<file path="src/rtl/core/pci_pkg.sv">
// Types, codes and the CRC-8 function shared by the pedal command interceptor.
// Has no dependencies; every other file in rtl/core imports it.
package pci_pkg;

  localparam logic [7:0] CRC_POLY = 8'hD5;
  localparam logic [7:0] CRC_INIT = 8'hFF;

  localparam logic [10:0] CMD_ID_RESET    = 11'h200;
  localparam logic [10:0] STATUS_ID_RESET = 11'h201;
  localparam logic [3:0]  TIMEOUT_RESET   = 4'd10;

  localparam logic [1:0] MODE_COMMAND   = 2'd0;
  localparam logic [1:0] MODE_TICK      = 2'd1;
  localparam logic [1:0] MODE_SAMPLE    = 2'd2;
  localparam logic [1:0] MODE_BUS_ERROR = 2'd3;

  localparam logic [2:0] FLT_NONE     = 3'd0;
  localparam logic [2:0] FLT_CHECKSUM = 3'd1;
  localparam logic [2:0] FLT_TX_BUSY  = 3'd2;
  localparam logic [2:0] FLT_BUS      = 3'd3;
  localparam logic [2:0] FLT_POWER_UP = 3'd4;
  localparam logic [2:0] FLT_STALE    = 3'd5;
  localparam logic [2:0] FLT_BAD_CMD  = 3'd6;

  localparam logic KIND_STATUS = 1'b0;
  localparam logic KIND_DRIVE  = 1'b1;

  localparam logic [1:0] REG_COMMAND_ID = 2'd0;
  localparam logic [1:0] REG_STATUS_ID  = 2'd1;
  localparam logic [1:0] REG_TIMEOUT    = 2'd2;

  typedef struct packed {
    logic [10:0] command_frame_id;
    logic [10:0] status_frame_id;
    logic [3:0]  timeout_limit;
  } cfg_t;

  typedef struct packed {
    logic [1:0]  mode;
    logic [10:0] frame_id;
    logic [15:0] target_a;
    logic [15:0] target_b;
    logic [7:0]  control_byte;
    logic [7:0]  check_byte;
    logic [11:0] sample_a;
    logic [11:0] sample_b;
    logic        mailbox_free;
  } item_t;

  typedef struct packed {
    logic        result_kind;
    logic [10:0] out_frame_id;
    logic [15:0] report_a;
    logic [15:0] report_b;
    logic [7:0]  report_control;
    logic [7:0]  report_check;
    logic [11:0] drive_a;
    logic [11:0] drive_b;
    logic [2:0]  fault_now;
  } result_t;

  // The message holds byte 4 in its top bits down to byte 0, so it is fed in MSB first.
  function automatic logic [7:0] crc8_five(input logic [39:0] msg);
    logic [7:0] crc;
    crc = CRC_INIT;
    for (int i = 39; i >= 0; i--) begin
      if (crc[7] ^ msg[i]) begin
        crc = {crc[6:0], 1'b0} ^ CRC_POLY;
      end else begin
        crc = {crc[6:0], 1'b0};
      end
    end
    return crc;
  endfunction

endpackage

</file>
<file path="src/rtl/core/pci_cfg_regs.sv">
// Configuration registers of the pedal command interceptor behind an APB-style port.
// Depends on pci_pkg for the register indexes, reset values and cfg_t.
module pci_cfg_regs import pci_pkg::*; (
  input  logic        clk,
  input  logic        rst,
  input  logic        psel,
  input  logic        penable,
  input  logic        pwrite,
  input  logic [3:0]  paddr,
  input  logic [31:0] pwdata,
  output logic [31:0] prdata,
  output logic        pready,
  output cfg_t        cfg
);

  logic wr_en;

  assign pready = 1'b1;
  assign wr_en  = psel & penable & pwrite & pready;

  always_ff @(posedge clk) begin
    if (rst) begin
      cfg.command_frame_id <= CMD_ID_RESET;
      cfg.status_frame_id  <= STATUS_ID_RESET;
      cfg.timeout_limit    <= TIMEOUT_RESET;
    end else if (wr_en) begin
      unique case (paddr[3:2])
        REG_COMMAND_ID: cfg.command_frame_id <= pwdata[10:0];
        REG_STATUS_ID:  cfg.status_frame_id  <= pwdata[10:0];
        REG_TIMEOUT:    cfg.timeout_limit    <= pwdata[3:0];
        default: ;
      endcase
    end
  end

  always_comb begin
    unique case (paddr[3:2])
      REG_COMMAND_ID: prdata = {21'd0, cfg.command_frame_id};
      REG_STATUS_ID:  prdata = {21'd0, cfg.status_frame_id};
      REG_TIMEOUT:    prdata = {28'd0, cfg.timeout_limit};
      default:        prdata = 32'd0;
    endcase
  end

endmodule

</file>
<file path="src/rtl/core/pci_in_stage.sv">
// Input register of the pedal command interceptor: holds one accepted word until the engine takes it.
// Depends on pci_pkg for item_t.
module pci_in_stage import pci_pkg::*; (
  input  logic  clk,
  input  logic  rst,
  input  logic  in_valid,
  output logic  in_ready,
  input  item_t item_in,
  input  logic  take,
  output logic  held,
  output item_t item
);

  assign in_ready = !held || take;

  always_ff @(posedge clk) begin
    if (rst) begin
      held <= 1'b0;
    end else if (in_valid && in_ready) begin
      held <= 1'b1;
    end else if (take) begin
      held <= 1'b0;
    end
  end

  always_ff @(posedge clk) begin
    if (in_valid && in_ready) begin
      item <= item_in;
    end
  end

endmodule

</file>
<file path="src/rtl/core/pci_engine.sv">
// Single-pass engine: checks commands, keeps fault and counter state and forms each result word.
// Depends on pci_pkg for codes, the CRC-8 function and the cfg_t, item_t and result_t types.
module pci_engine import pci_pkg::*; #(
  parameter int DAC_BITS = 12
) (
  input  logic    clk,
  input  logic    rst,
  input  cfg_t    cfg,
  input  logic    held,
  input  item_t   item,
  input  logic    out_free,
  output logic    take,
  output logic    res_load,
  output result_t res
);

  localparam logic [15:0] FULL_SCALE =
    (DAC_BITS >= 12) ? 16'd4095 : 16'((1 << DAC_BITS) - 1);

  logic [15:0] gas_a, gas_a_next;
  logic [15:0] gas_b, gas_b_next;
  logic [2:0]  fault_code, fault_code_next;
  logic [3:0]  idle_ticks, idle_ticks_next;
  logic [3:0]  last_rx_count, last_rx_count_next;
  logic [3:0]  tx_count, tx_count_next;
  logic [11:0] held_sample_a, held_sample_a_next;
  logic [11:0] held_sample_b, held_sample_b_next;

  logic        makes_result;
  logic [3:0]  rx_count;
  logic [7:0]  cmd_crc;
  logic [7:0]  status_control;
  logic [7:0]  status_crc;
  logic [15:0] pick_a, pick_b;

  assign makes_result = (item.mode == MODE_TICK && item.mailbox_free) ||
                        (item.mode == MODE_SAMPLE);
  assign take     = held && (!makes_result || out_free);
  assign res_load = take && makes_result;

  assign rx_count = item.control_byte[3:0];
  assign cmd_crc  = crc8_five({item.control_byte, item.target_b[7:0], item.target_b[15:8],
                               item.target_a[7:0], item.target_a[15:8]});

  assign status_control = {1'b0, fault_code, tx_count};
  assign status_crc = crc8_five({status_control, held_sample_b[7:0], 4'd0, held_sample_b[11:8],
                                 held_sample_a[7:0], 4'd0, held_sample_a[11:8]});

  always_comb begin
    pick_a = {4'd0, item.sample_a};
    pick_b = {4'd0, item.sample_b};
    if (fault_code == FLT_NONE && gas_a > pick_a) begin
      pick_a = gas_a;
    end
    if (fault_code == FLT_NONE && gas_b > pick_b) begin
      pick_b = gas_b;
    end
    if (pick_a > FULL_SCALE) begin
      pick_a = FULL_SCALE;
    end
    if (pick_b > FULL_SCALE) begin
      pick_b = FULL_SCALE;
    end
  end

  always_comb begin
    gas_a_next         = gas_a;
    gas_b_next         = gas_b;
    fault_code_next    = fault_code;
    idle_ticks_next    = idle_ticks;
    last_rx_count_next = last_rx_count;
    tx_count_next      = tx_count;
    held_sample_a_next = held_sample_a;
    held_sample_b_next = held_sample_b;
    res                = '0;
    res.fault_now      = fault_code;

    unique case (item.mode)
      MODE_COMMAND: begin
        if (item.frame_id == cfg.command_frame_id) begin
          if (cmd_crc == item.check_byte) begin
            if (4'(last_rx_count + 4'd1) == rx_count) begin
              if (item.control_byte[7]) begin
                gas_a_next = item.target_a;
                gas_b_next = item.target_b;
              end else begin
                fault_code_next = (item.target_a == 16'd0 && item.target_b == 16'd0) ?
                                  FLT_NONE : FLT_BAD_CMD;
                gas_a_next = 16'd0;
                gas_b_next = 16'd0;
              end
              idle_ticks_next = 4'd0;
            end
            last_rx_count_next = rx_count;
          end else begin
            fault_code_next = FLT_CHECKSUM;
          end
        end
      end
      MODE_TICK: begin
        if (item.mailbox_free) begin
          res.result_kind    = KIND_STATUS;
          res.out_frame_id   = cfg.status_frame_id;
          res.report_a       = {4'd0, held_sample_a};
          res.report_b       = {4'd0, held_sample_b};
          res.report_control = status_control;
          res.report_check   = status_crc;
          tx_count_next      = 4'(tx_count + 4'd1);
        end else begin
          fault_code_next = FLT_TX_BUSY;
        end
        if (idle_ticks == cfg.timeout_limit) begin
          fault_code_next = FLT_STALE;
        end else begin
          idle_ticks_next = 4'(idle_ticks + 4'd1);
        end
      end
      MODE_SAMPLE: begin
        held_sample_a_next = item.sample_a;
        held_sample_b_next = item.sample_b;
        res.result_kind    = KIND_DRIVE;
        res.drive_a        = pick_a[11:0];
        res.drive_b        = pick_b[11:0];
      end
      MODE_BUS_ERROR: begin
        fault_code_next = FLT_BUS;
      end
      default: ;
    endcase
  end

  always_ff @(posedge clk) begin
    if (rst) begin
      gas_a         <= 16'd0;
      gas_b         <= 16'd0;
      fault_code    <= FLT_POWER_UP;
      idle_ticks    <= 4'd0;
      last_rx_count <= 4'd0;
      tx_count      <= 4'd0;
      held_sample_a <= 12'd0;
      held_sample_b <= 12'd0;
    end else if (take) begin
      gas_a         <= gas_a_next;
      gas_b         <= gas_b_next;
      fault_code    <= fault_code_next;
      idle_ticks    <= idle_ticks_next;
      last_rx_count <= last_rx_count_next;
      tx_count      <= tx_count_next;
      held_sample_a <= held_sample_a_next;
      held_sample_b <= held_sample_b_next;
    end
  end

  // The send counter moves exactly when a status word is formed.
  a_tx_count_step: assert property (@(posedge clk) disable iff (rst)
    (res_load && item.mode == MODE_TICK) |=> tx_count == 4'($past(tx_count) + 4'd1))
    else $error("send counter did not step with a status word");

  a_tx_count_hold: assert property (@(posedge clk) disable iff (rst)
    !(res_load && item.mode == MODE_TICK) |=> $stable(tx_count))
    else $error("send counter moved without a status word");

  a_bus_fault: assert property (@(posedge clk) disable iff (rst)
    (take && item.mode == MODE_BUS_ERROR) |=> fault_code == FLT_BUS)
    else $error("bus error did not latch its fault");

  a_no_load_when_full: assert property (@(posedge clk) disable iff (rst)
    res_load |-> out_free)
    else $error("result formed while the result register was full");

endmodule

</file>
<file path="src/rtl/core/pci_out_stage.sv">
// Result register of the pedal command interceptor, which holds one word until it is taken.
// Depends on pci_pkg for result_t.
module pci_out_stage import pci_pkg::*; (
  input  logic    clk,
  input  logic    rst,
  input  logic    res_load,
  input  result_t res,
  input  logic    out_ready,
  output logic    out_valid,
  output logic    out_free,
  output result_t res_q
);

  assign out_free = !out_valid || out_ready;

  always_ff @(posedge clk) begin
    if (rst) begin
      out_valid <= 1'b0;
    end else if (res_load) begin
      out_valid <= 1'b1;
    end else if (out_ready) begin
      out_valid <= 1'b0;
    end
  end

  always_ff @(posedge clk) begin
    if (res_load) begin
      res_q <= res;
    end
  end

endmodule

</file>
<file path="src/rtl/core/pedal_command_interceptor_core.sv">
// Pedal command interceptor top level. A word is registered on acceptance, and its result word
// is registered when the engine takes it; one word per cycle is sustained while results are taken.
// A word that yields a result waits in the input register while the result register is full.
// Synchronous reset returns the registers to their defaults, the fault to startup and the
// counters, targets and held samples to zero. Depends on pci_pkg and the pci_* modules.
module pedal_command_interceptor_core import pci_pkg::*; #(
  parameter int DAC_BITS = 12
) (
  input  logic        clk,
  input  logic        rst,
  input  logic        psel,
  input  logic        penable,
  input  logic        pwrite,
  input  logic [3:0]  paddr,
  input  logic [31:0] pwdata,
  output logic [31:0] prdata,
  output logic        pready,
  input  logic        in_valid,
  output logic        in_ready,
  input  logic [1:0]  mode,
  input  logic [10:0] frame_id,
  input  logic [15:0] target_a,
  input  logic [15:0] target_b,
  input  logic [7:0]  control_byte,
  input  logic [7:0]  check_byte,
  input  logic [11:0] sample_a,
  input  logic [11:0] sample_b,
  input  logic        mailbox_free,
  output logic        out_valid,
  input  logic        out_ready,
  output logic        result_kind,
  output logic [10:0] out_frame_id,
  output logic [15:0] report_a,
  output logic [15:0] report_b,
  output logic [7:0]  report_control,
  output logic [7:0]  report_check,
  output logic [11:0] drive_a,
  output logic [11:0] drive_b,
  output logic [2:0]  fault_now
);

  cfg_t    cfg;
  item_t   item_in;
  item_t   item;
  logic    held;
  logic    take;
  logic    res_load;
  logic    out_free;
  result_t res;
  result_t res_q;

  assign item_in.mode         = mode;
  assign item_in.frame_id     = frame_id;
  assign item_in.target_a     = target_a;
  assign item_in.target_b     = target_b;
  assign item_in.control_byte = control_byte;
  assign item_in.check_byte   = check_byte;
  assign item_in.sample_a     = sample_a;
  assign item_in.sample_b     = sample_b;
  assign item_in.mailbox_free = mailbox_free;

  pci_cfg_regs u_cfg_regs (
    .clk     (clk),
    .rst     (rst),
    .psel    (psel),
    .penable (penable),
    .pwrite  (pwrite),
    .paddr   (paddr),
    .pwdata  (pwdata),
    .prdata  (prdata),
    .pready  (pready),
    .cfg     (cfg)
  );

  pci_in_stage u_in_stage (
    .clk      (clk),
    .rst      (rst),
    .in_valid (in_valid),
    .in_ready (in_ready),
    .item_in  (item_in),
    .take     (take),
    .held     (held),
    .item     (item)
  );

  pci_engine #(
    .DAC_BITS (DAC_BITS)
  ) u_engine (
    .clk      (clk),
    .rst      (rst),
    .cfg      (cfg),
    .held     (held),
    .item     (item),
    .out_free (out_free),
    .take     (take),
    .res_load (res_load),
    .res      (res)
  );

  pci_out_stage u_out_stage (
    .clk       (clk),
    .rst       (rst),
    .res_load  (res_load),
    .res       (res),
    .out_ready (out_ready),
    .out_valid (out_valid),
    .out_free  (out_free),
    .res_q     (res_q)
  );

  assign result_kind    = res_q.result_kind;
  assign out_frame_id   = res_q.out_frame_id;
  assign report_a       = res_q.report_a;
  assign report_b       = res_q.report_b;
  assign report_control = res_q.report_control;
  assign report_check   = res_q.report_check;
  assign drive_a        = res_q.drive_a;
  assign drive_b        = res_q.drive_b;
  assign fault_now      = res_q.fault_now;

endmodule

</file>
<file path="config.mk">
export PLATFORM = sky130hd
export DESIGN_NAME = pedal_command_interceptor_core
export DESIGN_NICKNAME = d
export VERILOG_FILES = /design/src/rtl/core/pci_pkg.sv /design/src/rtl/core/pci_cfg_regs.sv /design/src/rtl/core/pci_in_stage.sv /design/src/rtl/core/pci_engine.sv /design/src/rtl/core/pci_out_stage.sv /design/src/rtl/core/pedal_command_interceptor_core.sv
export SDC_FILE = /design/constraint.sdc
export NUM_CORES = 1
export LEC_CHECK = 0
export BUFFER_PORTS_ARGS = -buffer_cell sky130_fd_sc_hd__buf_2
export CAP_MARGIN = 20
export CORE_MARGIN = 2
export CORE_UTILIZATION = 58
export CTS_BUF_LIST = sky130_fd_sc_hd__clkbuf_4
export DETAILED_ROUTE_END_ITERATION = 10
export GPL_ROUTABILITY_DRIVEN = 0
export GPL_TIMING_DRIVEN = 1
export PLACE_DENSITY = 0.83
export SETUP_SLACK_MARGIN = 0.3
export SLEW_MARGIN = 20
export SYNTH_ARGS = -nofsm -noshare
export SYNTH_HDL_FRONTEND = slang
export SYNTH_SLANG_ARGS = --single-unit
</file>
<file path="constraint.sdc">
create_clock -name clk -period 7.4 [get_ports clk]
set_input_delay 0.37 -clock clk [delete_from_list [all_inputs] [get_ports clk]]
set_output_delay 0.37 -clock clk [all_outputs]
set_load 0.05 [all_outputs]
</file>
==> results of run 1 <==
-- state kept, by name, indices dropped and copies added, names as in the netlist --
name                    count
u_engine.held_sample_b     12
u_out_stage.out_valid       1
u_engine.idle_ticks         4
u_engine.last_rx_count      4
u_engine.gas_b             16
u_engine.fault_code         3
u_cfg_regs.cfg             26
u_in_stage.held             1
u_engine.held_sample_a     12
u_in_stage.item            86
u_engine.gas_a             16
u_out_stage.res_q          78
u_engine.tx_count           4
-- cell families after synthesis --
logic type	count (synthesis)	share of synthesized area (%)
AND/OR/NAND/NOR	282	10.51
flip-flops	263	53.47
XOR/XNOR	215	17.53
AO/OA/AOI/OAI	137	6.199
buffers and inverters	112	4.814
multiplexers	62	4.804
adder cells (fa/ha/maj)	27	2.615
other	2	0.05814
-- where the power goes --
| part | total, mW | internal [mW] | switching, mW | leakage [nW] |
|---|---|---|---|---|
| Clock | 1.34 | 0.745 | 0.598 | 0.545 |
| Combinational | 2.04 | 1.04 | 1.00 | 3.88 |
| Sequential | 1.65 | 1.61 | 0.0446 | 2.40 |
| Total | 5.03 | 3.39 | 1.64 | 6.82 |
-- per-stage QoR --
stage          std cells  setup slack [ns]
2_1_floorplan       1129             1.956
3_3_place_gp        1532             2.015
3_5_place_dp        1532             1.893
4_1_cts             1755             1.876
5_1_grt             1759             1.573
6_report            1759             1.888
-- layout make-up --
| cell class | instances | share of cell area [%] |
|---|---|---|
| antenna | 2 | 0.03141 |
| clock buffer | 103 | 4.853 |
| tap | 280 | 2.199 |
| multi-input combinational | 754 | 34.73 |
| timing repair buffer | 306 | 13.07 |
| sequential | 263 | 43.35 |
| inverter | 30 | 0.7068 |
| clock inverter | 21 | 1.068 |
-- layer usage --
metal | track usage (%) | share of wire (%) | vias up
met3 | 5.132 | 6.5 | 71
li1 | - | - | 4486
met5 | 0 | 0 | -
met1 | 31.72 | 40 | 4503
met2 | 43.98 | 50 | 400
met4 | 12.04 | 3.6 | 0
-- worst max path at each step --
stage                                       to                           from  slack [ns]
2_1_floorplan   u_out_stage.res_q[0]$_DFFE_PP_  u_in_stage.item[84]$_DFFE_PP_        1.96
3_3_place_gp    u_engine.gas_a[2]$_SDFFE_PP0P_  u_in_stage.item[40]$_DFFE_PP_        2.02
3_5_place_dp   u_engine.gas_b[14]$_SDFFE_PP0P_  u_in_stage.item[40]$_DFFE_PP_        1.89
4_1_cts        u_engine.gas_a[14]$_SDFFE_PP0P_  u_in_stage.item[40]$_DFFE_PP_        1.88
5_1_grt         u_engine.gas_a[4]$_SDFFE_PP0P_  u_in_stage.item[40]$_DFFE_PP_        1.57
6_report        u_engine.gas_a[3]$_SDFFE_PP0P_  u_in_stage.item[40]$_DFFE_PP_        1.89
-- worst min-delay path, delay by kind of cell --
family	cells	cell delay, ns
buffers and inverters	1	0.10
and+or+nand+nor	3	0.39
muxes	1	0.14
-- cell usage in the layout (no fill, tap or decap), drive strengths merged, types with 4 or more instances in the layout --
cell	n
nand4	14
conb	31
dlygate4sd3	99
o21a	21
ha	27
nor2b	6
a211o	5
mux2i	62
xnor2	133
dfxtp	99
xor2	58
edfxtp	164
clkbuf	103
and3	43
nor3	7
nand3	35
clkinv	14
a21oi	89
and2	4
nor4	9
nand2	98
buf	207
o21ai	10
inv	31
nor2	54
xnor3	21
-- Yosys cell counts, types with 19 or more instances --
| library cell | n | area, um2 |
|---|---|---|
| a21oi_1 | 88 | 440.4 |
| and3_1 | 43 | 269.0 |
| buf_4 | 33 | 247.7 |
| clkbuf_1 | 40 | 150.1 |
| dfxtp_1 | 99 | 1982 |
| edfxtp_1 | 164 | 4925 |
| ha_1 | 27 | 337.8 |
| inv_1 | 30 | 112.6 |
| mux2i_1 | 62 | 620.6 |
| nand2_1 | 98 | 367.9 |
| nand3_1 | 35 | 175.2 |
| nor2_1 | 54 | 202.7 |
| o21a_1 | 21 | 157.7 |
| xnor2_1 | 128 | 1121 |
| xnor3_1 | 19 | 427.9 |
| xor2_1 | 57 | 499.2 |
==> results.json, run 1 <==
{
  "outcome": "finished clean",
  "overflow": 0,
  "hold_violations": 0,
  "synth_edf_count": 164,
  "vias": 9460,
  "slowest_stage": "nand2_1",
  "seq_area_frac_synth_pct": 53.47,
  "cp.depth": 15,
  "post-layout-total-power_mw": 5.034,
  "cts_tree": "done",
  "timing.rr.start": "u_in_stage.item[40]$_DFFE_PP_",
  "holdCritPathClass": "in2reg",
  "fin_setup_tns_ns": 0,
  "min_path_cells": 5,
  "avgSynthCellArea_um2": 11.74,
  "ant_nets": 0,
  "holdWs_ns": 0.3627,
  "die_height_um": 153.2,
  "num_rows": 54,
  "clkSinkCount": 263,
  "antenna_found_initial": 2,
  "maxCapViolCount": 0,
  "critPathBufInv": 1,
  "seqCellArea_um2": 6907,
  "relSlewSlack_pct": 30.32,
  "synth.distinct_cells": 53,
  "cp_top_family": "XOR/XNOR gates",
  "first_global_vias": 9519,
  "io_pins": 251,
  "worstMarginPinSlew_ns": 1.045,
  "cts_max_level": 3,
  "grt_usage_pct": 25.81,
  "cts_setup_buffers": 0,
  "cts_made_buffers": 68,
  "clkTransAtPathRegs_ns": 0.06,
  "grt_pass1_wl_mm": 47.99,
  "holdPathEnd": "u_cfg_regs.cfg[25]$_SDFFE_PP0P_",
  "peakVddDrop_mv": 0.6319,
  "critical_path_required_ns": 7.88,
  "dr.pass1.iters": 7,
  "layout-drive-gt1-share_pct": 22.82,
  "dp_hpwl_mm": 20.36,
  "drc": 0,
  "syn_inst": 1100,
  "arrival_ns": 5.99,
  "multi_input_area_um2": 5533,
  "cts.path.max_buffers": 3,
  "io_buffers": 196,
  "crit_chain": "buf_4 > xor2_1 > xnor3_2 > xor3_1 > xnor3_2 > xnor3_1 > xnor2_2 > xnor2_1 > or4_4 > a21oi_2 > o2111a_2 > and3b_1 > nand2_1 > nand2_1 > a21oi_1",
  "drt-vias-per-instance": 5.378,
  "n_fill_cell": 1502,
  "initial_utilization_pct": 59.19,
  "rsz0062_at_grt": "false",
  "slowest_delay_ns": 0.65,
  "grt_max_degree": 100,
  "ys_ff_latch": 263,
  "timing.fmax_mhz": 181.4,
  "path_max_fanout": 35,
  "drt_iter0_markers": 643,
  "worst-setup-path-type": "reg2reg",
  "cp-end-kind": "register",
  "netlist_area_um2": 12920,
  "place_area_um2": 13940,
  "wl_mm": 30.94,
  "r2r_end": "u_engine.gas_a[3]$_SDFFE_PP0P_",
  "wire_per_inst_um": 17.59,
  "area_growth_pct": 23.34,
  "die_area_um2": 23480,
  "post-route-period-util_pct": 74.49,
  "reg2regPathDepth": 15,
  "leakage_nw": 6.824,
  "finalSetupViolCount": 0,
  "reg2reg_slack_ns": 1.89,
  "final.setup_skew_ns": 0.06964,
  "synth_warnings": 0,
  "ctsHoldBuffers": 99,
  "finalCriticalPeriod_ns": 5.512,
  "insertion_delay_ns": 0.70,
  "nets": 1579,
  "stdcell_area_um2": 15930,
  "fp.dieW_um": 153.2,
  "synthArstFlopShare_pct": 0,
  "dominantRegCellSynth": "edfxtp_1",
  "drv_slew": 0,
  "fin_util_pct": 73.01,
  "core-area_um2": 21820,
  "start_kind": "register",
  "power.density_nw_per_um2": 316.0,
  "hp-start": "penable",
  "postCtsResizedCells": 0,
  "cts.root.buffer_cell": "clkbuf_4"
}
Power figures use the tool's default switching activity.
==> run 2, diff against run 1 <==
Clock period 7.4 ns to 5.2 ns, I/O delays scaled along.
==> run 2 against run 1 <==
  * Maximum frequency is 15% higher
  * Sequential cell count stayed put
  * Final area is 1.4% higher
  * Clock skew is 0.011 ns lower
  * Critical path type unchanged
  * Die area stayed put
  * Sequential power is 43% higher
  * Via count is 1.5% higher
  * Worst setup slack worse by 1.5 ns
  * Clock power is 53% higher
  * Routed wire length is 4.0% higher
  * Sequential share of layout area is 0.60 points lower
==> results.json, run 2 (synthesized netlist as in run 1, its figures left out) <==
{
  "setup_ws_ns": 0.4186,
  "grt_pass1_wl_mm": 50.92,
  "drt-vias-per-instance": 5.424,
  "clkSinkCount": 263,
  "clkTransAtPathRegs_ns": 0.08,
  "dp_hpwl_mm": 20.21,
  "min_path_cells": 5,
  "fp.dieW_um": 153.2,
  "vias": 9600,
  "cts_tree": "done",
  "finalSetupViolCount": 0,
  "num_rows": 54,
  "overflow": 0,
  "cts.path.max_buffers": 3,
  "path_max_fanout": 32,
  "critPathBufInv": 1,
  "timing.fmax_mhz": 209.1,
  "fin_setup_tns_ns": 0,
  "layout-drive-gt1-share_pct": 23.57,
  "cts_max_level": 3,
  "insertion_delay_ns": 0.71,
  "die_height_um": 153.2,
  "drt_iter0_markers": 788,
  "final.setup_skew_ns": 0.05883,
  "io_buffers": 196,
  "antenna_found_initial": 1,
  "holdCritPathClass": "in2reg",
  "slowest_delay_ns": 0.57,
  "area_growth_pct": 25.08,
  "final_common_cell": "buf_2",
  "holdPathEnd": "u_cfg_regs.cfg[21]$_SDFFE_PP0P_",
  "ant_nets": 0,
  "core-area_um2": 21820,
  "hp-start": "penable",
  "timing.rr.start": "u_in_stage.item[46]$_DFFE_PP_",
  "regMostFlops": "u_in_stage.item",
  "finalCriticalPeriod_ns": 4.781,
  "dpl.cell_count": 1534,
  "reg2regPathDepth": 15,
  "drv_slew": 0,
  "cp-end-kind": "register",
  "initial_utilization_pct": 59.19,
  "die_area_um2": 23480,
  "mostFrequentLayoutCells": "buf_2 (196), edfxtp_1 (164), xnor2_1 (124)",
  "maxCapViolCount": 0,
  "cts_made_buffers": 69,
  "wire_per_inst_um": 18.17,
  "nets": 1591,
  "grt_usage_pct": 27.34,
  "rsz0062_at_grt": "false",
  "cp_top_family": "XOR/XNOR gates",
  "hold_violations": 0,
  "post-route-period-util_pct": 91.95,
  "top_regs": "u_in_stage.item: 86 flops, u_out_stage.res_q: 78 flops, u_cfg_regs.cfg: 26 flops",
  "grt_max_degree": 96,
  "start_kind": "register",
  "power.density_nw_per_um2": 458.1,
  "dr.pass1.iters": 5,
  "drc": 0,
  "wl_mm": 32.17,
  "fin_cells": 1770,
  "first_global_vias": 9724,
  "cts.root.buffer_cell": "clkbuf_4",
  "relSlewSlack_pct": 33.89,
  "crit_top_cell": "xnor3_1",
  "critical_path_required_ns": 5.70,
  "r2r_end": "u_engine.gas_b[5]$_SDFFE_PP0P_",
  "outcome": "finished clean",
  "arrival_ns": 5.29,
  "worstMarginPinSlew_ns": 0.9917,
  "leakage_nw": 6.939,
  "largest_register_ffs": 86,
  "pre_cts_ws_ns": 0.1284,
  "crit_chain": "xnor3_1 > xor2_1 > xnor3_1 > xnor3_1 > xnor2_2 > xnor2_2 > xnor3_1 > or2_2 > o22ai_1 > o2111a_2 > and3b_2 > nand2_1 > buf_6 > nand2_1 > a21oi_1",
  "peakVddDrop_mv": 0.6719,
  "worst-setup-path-type": "reg2reg",
  "io_pins": 251,
  "reg2reg_slack_ns": 0.42,
  "slowest_stage": "xnor3_1"
}
-- run 2: changes by cell type in the layout (fill, tap and decap cells not counted), moves of 2 or more --
cell | previous run | this run
buf_4 | 9 | 16
clkinvlp_4 | 3 | 1
bufinv_16 | 3 | 6
xnor2_1 | 128 | 124
xnor2_2 | 5 | 8
clkinv_1 | 13 | 16
clkbuf_4 | 103 | 98
-- run 2: power by group --
group	internal [mW]	switching, mW
Sequential	2.29	0.0669
Clock	1.18	0.874
Combinational	1.51	1.49
Total	4.97	2.43
-- run 2: routing by layer --
| layer | track usage (%) | up-vias | part of all wire [%] |
|---|---|---|---|
| met5 | 0 | - | 0 |
| met4 | 10.76 | 0 | 3.1 |
| met3 | 4.877 | 76 | 6.6 |
| met2 | 47.36 | 455 | 51 |
| met1 | 34.14 | 4562 | 39 |
| li1 | - | 4507 | - |
-- run 2: tightest hold or removal path, stage by stage --
cell     delay, ns
buf_2         0.10
nand3_1       0.16
nor3_4        0.15
mux2i_1       0.14
nor2_1        0.07
-- run 2: cell type report --
class	instances	area (um2)
flip-flops and latches	263	6907
fillers	1436	5667
multi-input cells	755	5603
repair buffers	316	2176
clock buffers	98	735.7
well taps	280	350.3
clock inverters	27	270.3
inverters	30	112.6
diodes	1	2.502
-- run 2: how the worst max path moves through the flow --
stage | from | to | slack (ns) | depth (start not counted)
floorplan | u_in_stage.item[38]$_DFFE_PP_ | u_engine.gas_b[5]$_SDFFE_PP0P_ | 0.74 | 17
global placement | u_in_stage.item[38]$_DFFE_PP_ | u_engine.gas_b[4]$_SDFFE_PP0P_ | 0.29 | 14
finish | u_in_stage.item[46]$_DFFE_PP_ | u_engine.gas_b[5]$_SDFFE_PP0P_ | 0.42 | 15
CTS | u_in_stage.item[36]$_DFFE_PP_ | u_engine.gas_a[1]$_SDFFE_PP0P_ | 0.30 | 15
global route | u_in_stage.item[46]$_DFFE_PP_ | u_engine.gas_b[3]$_SDFFE_PP0P_ | 0.22 | 14
detailed placement | u_in_stage.item[38]$_DFFE_PP_ | u_engine.gas_a[1]$_SDFFE_PP0P_ | 0.13 | 14
-- run 2: stage by stage --
stage / hold slack, ns / util, % / area, um2 / power (mW)
detailed placement: 0.4381 / 64.02 / 13970 / 5.164
global route: 0.2436 / 74.03 / 16160 / 7.755
CTS: 0.1962 / 73.30 / 16000 / 7.244
finish: 0.2081 / 74.03 / 16160 / 7.401
global placement: 0.4366 / 64.02 / 13970 / 5.076
floorplan: 0.3589 / - / 13030 / 4.797
-- run 2: timing repair --
item / CTS / global route
hold buffers: 100 / 0
cloned: 1 / 0
hold endpoints to repair: 117 / 0
resized for setup: 3 / 7
pin swaps: 0 / 1
setup endpoints to repair: 35 / 35
buffers inserted: 0 / 7
==> run 3, diff against run 2 <==
Settings changed: CORE_UTILIZATION 58 to 55, PLACE_DENSITY 0.83 to 0.79.
==> run 3 against run 2 <==
  * Hold slack lost 0.076 ns
  * Via count fell by 0.49%
  * Power shrank 2.1%
  * Clock-buffer cell count is 5 higher
  * Critical endpoint is now u_engine.gas_a[7]$_SDFFE_PP0P_
  * Highest routed layer unchanged
==> results.json, run 3 (synthesized netlist as in run 1, its figures left out) <==
{
  "outcome": "finished clean",
  "grt_usage_pct": 25.12,
  "cts_made_buffers": 69,
  "top_regs": "u_in_stage.item: 86 flops, u_out_stage.res_q: 78 flops, u_cfg_regs.cfg: 26 flops",
  "timing.fmax_mhz": 209.7,
  "clkSinkCount": 263,
  "insertion_delay_ns": 0.70,
  "initial_utilization_pct": 55.53,
  "worstMarginPinSlew_ns": 1.127,
  "cts_tree": "done",
  "route.met2.wl_mm": 15.43,
  "finalSetupViolCount": 0,
  "antenna_found_initial": 1,
  "path_max_fanout": 32,
  "relSlewSlack_pct": 24.17,
  "drt-vias-per-instance": 5.258,
  "leakage_nw": 6.942,
  "start_kind": "register",
  "final.setup_skew_ns": 0.05560,
  "drc": 0,
  "first_global_vias": 9345,
  "grt_pass1_wl_mm": 47.84,
  "maxCapViolCount": 0,
  "largest_register_ffs": 86,
  "io_buffers": 196,
  "dr.pass1.iters": 5,
  "drv_slew": 0,
  "dp_hpwl_mm": 20.13,
  "regMostFlops": "u_in_stage.item",
  "met3_length_mm": 2.089,
  "p_seq_share_pct": 32.5,
  "cts.path.max_buffers": 3,
  "intPower_mw": 4.864,
  "rsz0062_at_grt": "false",
  "peakVddDrop_mv": 0.6419,
  "grt_max_degree": 87,
  "routed.top_layer": "met4",
  "core-area_um2": 23260,
  "critPathBufInv": 1,
  "hold_violations": 0,
  "slowest_stage": "xnor3_1",
  "layout-drive-gt1-share_pct": 24.13,
  "cp_top_family": "XOR/XNOR gates",
  "die_area_um2": 24730,
  "wl_met1_mm": 12.50,
  "fp.dieW_um": 157.3,
  "final_common_cell": "buf_2",
  "area_growth_pct": 25.14,
  "drt_iter0_markers": 747,
  "holdCritPathClass": "in2reg",
  "finalCriticalPeriod_ns": 4.770,
  "crit_top_cell": "xnor3_1",
  "clock_power_share_pct": 26.4,
  "wire_per_inst_um": 17.16,
  "power.density_nw_per_um2": 448.4,
  "critical_path_required_ns": 5.71,
  "cp-end-kind": "register",
  "slowest_delay_ns": 0.54,
  "vias": 9553,
  "wl_mm": 31.17,
  "mostFrequentLayoutCells": "buf_2 (196), edfxtp_1 (164), xnor2_1 (125)",
  "fin_setup_tns_ns": 0,
  "ant_nets": 0,
  "p_sw_share_pct": 32.89,
  "nets": 1596,
  "place_area_um2": 14030,
  "cts_max_level": 3,
  "crit_chain": "xnor3_1 > xor2_1 > xnor3_1 > xnor3_1 > xnor2_2 > xnor2_2 > xnor3_1 > or2_2 > o22ai_1 > o2111a_2 > and3b_2 > nand2_1 > buf_12 > nand2_1 > a21oi_1",
  "io_pins": 251,
  "clkTransAtPathRegs_ns": 0.06,
  "arrival_ns": 5.28,
  "die_height_um": 157.3,
  "num_rows": 56,
  "post-route-period-util_pct": 91.72,
  "switchingPower_mw": 2.384,
  "overflow": 0,
  "worst-setup-path-type": "reg2reg",
  "cts.root.buffer_cell": "clkbuf_4",
  "combPwrFrac_pct": 41.1,
  "holdWs_ns": 0.1319,
  "stdcell_area_um2": 16160
}
[run 3: cell type report]
type,instances,area (um2)
Multi-Input combinational cell,757,5587
Antenna cell,2,5.005
Timing Repair Buffer,319,2201
Sequential cell,263,6907
Clock buffer,103,773.2
Tap cell,319,399.1
Fill cell,1706,7098
Inverter,30,112.6
Clock inverter,24,180.2
[run 3: final timing paths]
kind / start / to / slack [ns] / depth (start not counted)
worst max-delay path: u_in_stage.item[46]$_DFFE_PP_ / u_engine.gas_a[7]$_SDFFE_PP0P_ / 0.43 / 15
worst min-delay path: rst / u_engine.gas_b[14]$_SDFFE_PP0P_ / 0.13 / 2
worst max register to register: u_in_stage.item[46]$_DFFE_PP_ / u_engine.gas_a[7]$_SDFFE_PP0P_ / 0.43 / 15
worst min register to register: u_engine.gas_a[14]$_SDFFE_PP0P_ / u_engine.gas_a[14]$_SDFFE_PP0P_ / 0.46 / 2
[run 3: worst reg2reg max path, cell delays in order (launching register included)]
cell	delay, ns
edfxtp_1	0.51
xnor3_1	0.54
xor2_1	0.27
xnor3_1	0.46
xnor3_1	0.23
xnor2_2	0.19
xnor2_2	0.29
xnor3_1	0.40
or2_2	0.29
o22ai_1	0.32
o2111a_2	0.34
and3b_2	0.29
nand2_1	0.11
buf_12	0.23
nand2_1	0.09
a21oi_1	0.05
[run 3: power groups by stage]
stage | sequential, mW | combinational [mW] | clock [mW]
final | 2.35 | 2.98 | 1.92
after global routing | 2.36 | 3.17 | 2.09
after CTS | 2.35 | 2.86 | 1.96
after detailed placement | 2.40 | 2.80 | 0
after global placement | 2.40 | 2.69 | 0
after floorplan | 2.42 | 2.38 | 0
[run 3: routing by layer]
layer  global-route usage, %  up-vias
met2                   42.44      408
met4                   11.77        0
met5                       0        -
met1                   31.15     4524
li1                        -     4541
met3                   4.873       80
[run 3: repair_timing]
item                       in CTS  in global routing
cloned                          1                  2
hold endpoints to repair      114                  0
hold buffers                   99                  0
setup endpoints to repair      32                 35
buffers inserted                0                 10
resized for setup               2                  8
pin swaps                       0                  2
[run 3: metrics by stage]
step                      util (%)  total power, mW  cells  worst slack (ns)
after floorplan                  -            4.797   1129            0.7425
final                        69.49            7.248   1817            0.4304
after global routing         69.49            7.609   1817            0.2262
after global placement       60.27            5.085   1573            0.2928
after detailed placement     60.32            5.195   1574            0.1924
after CTS                    68.72            7.171   1801            0.3489
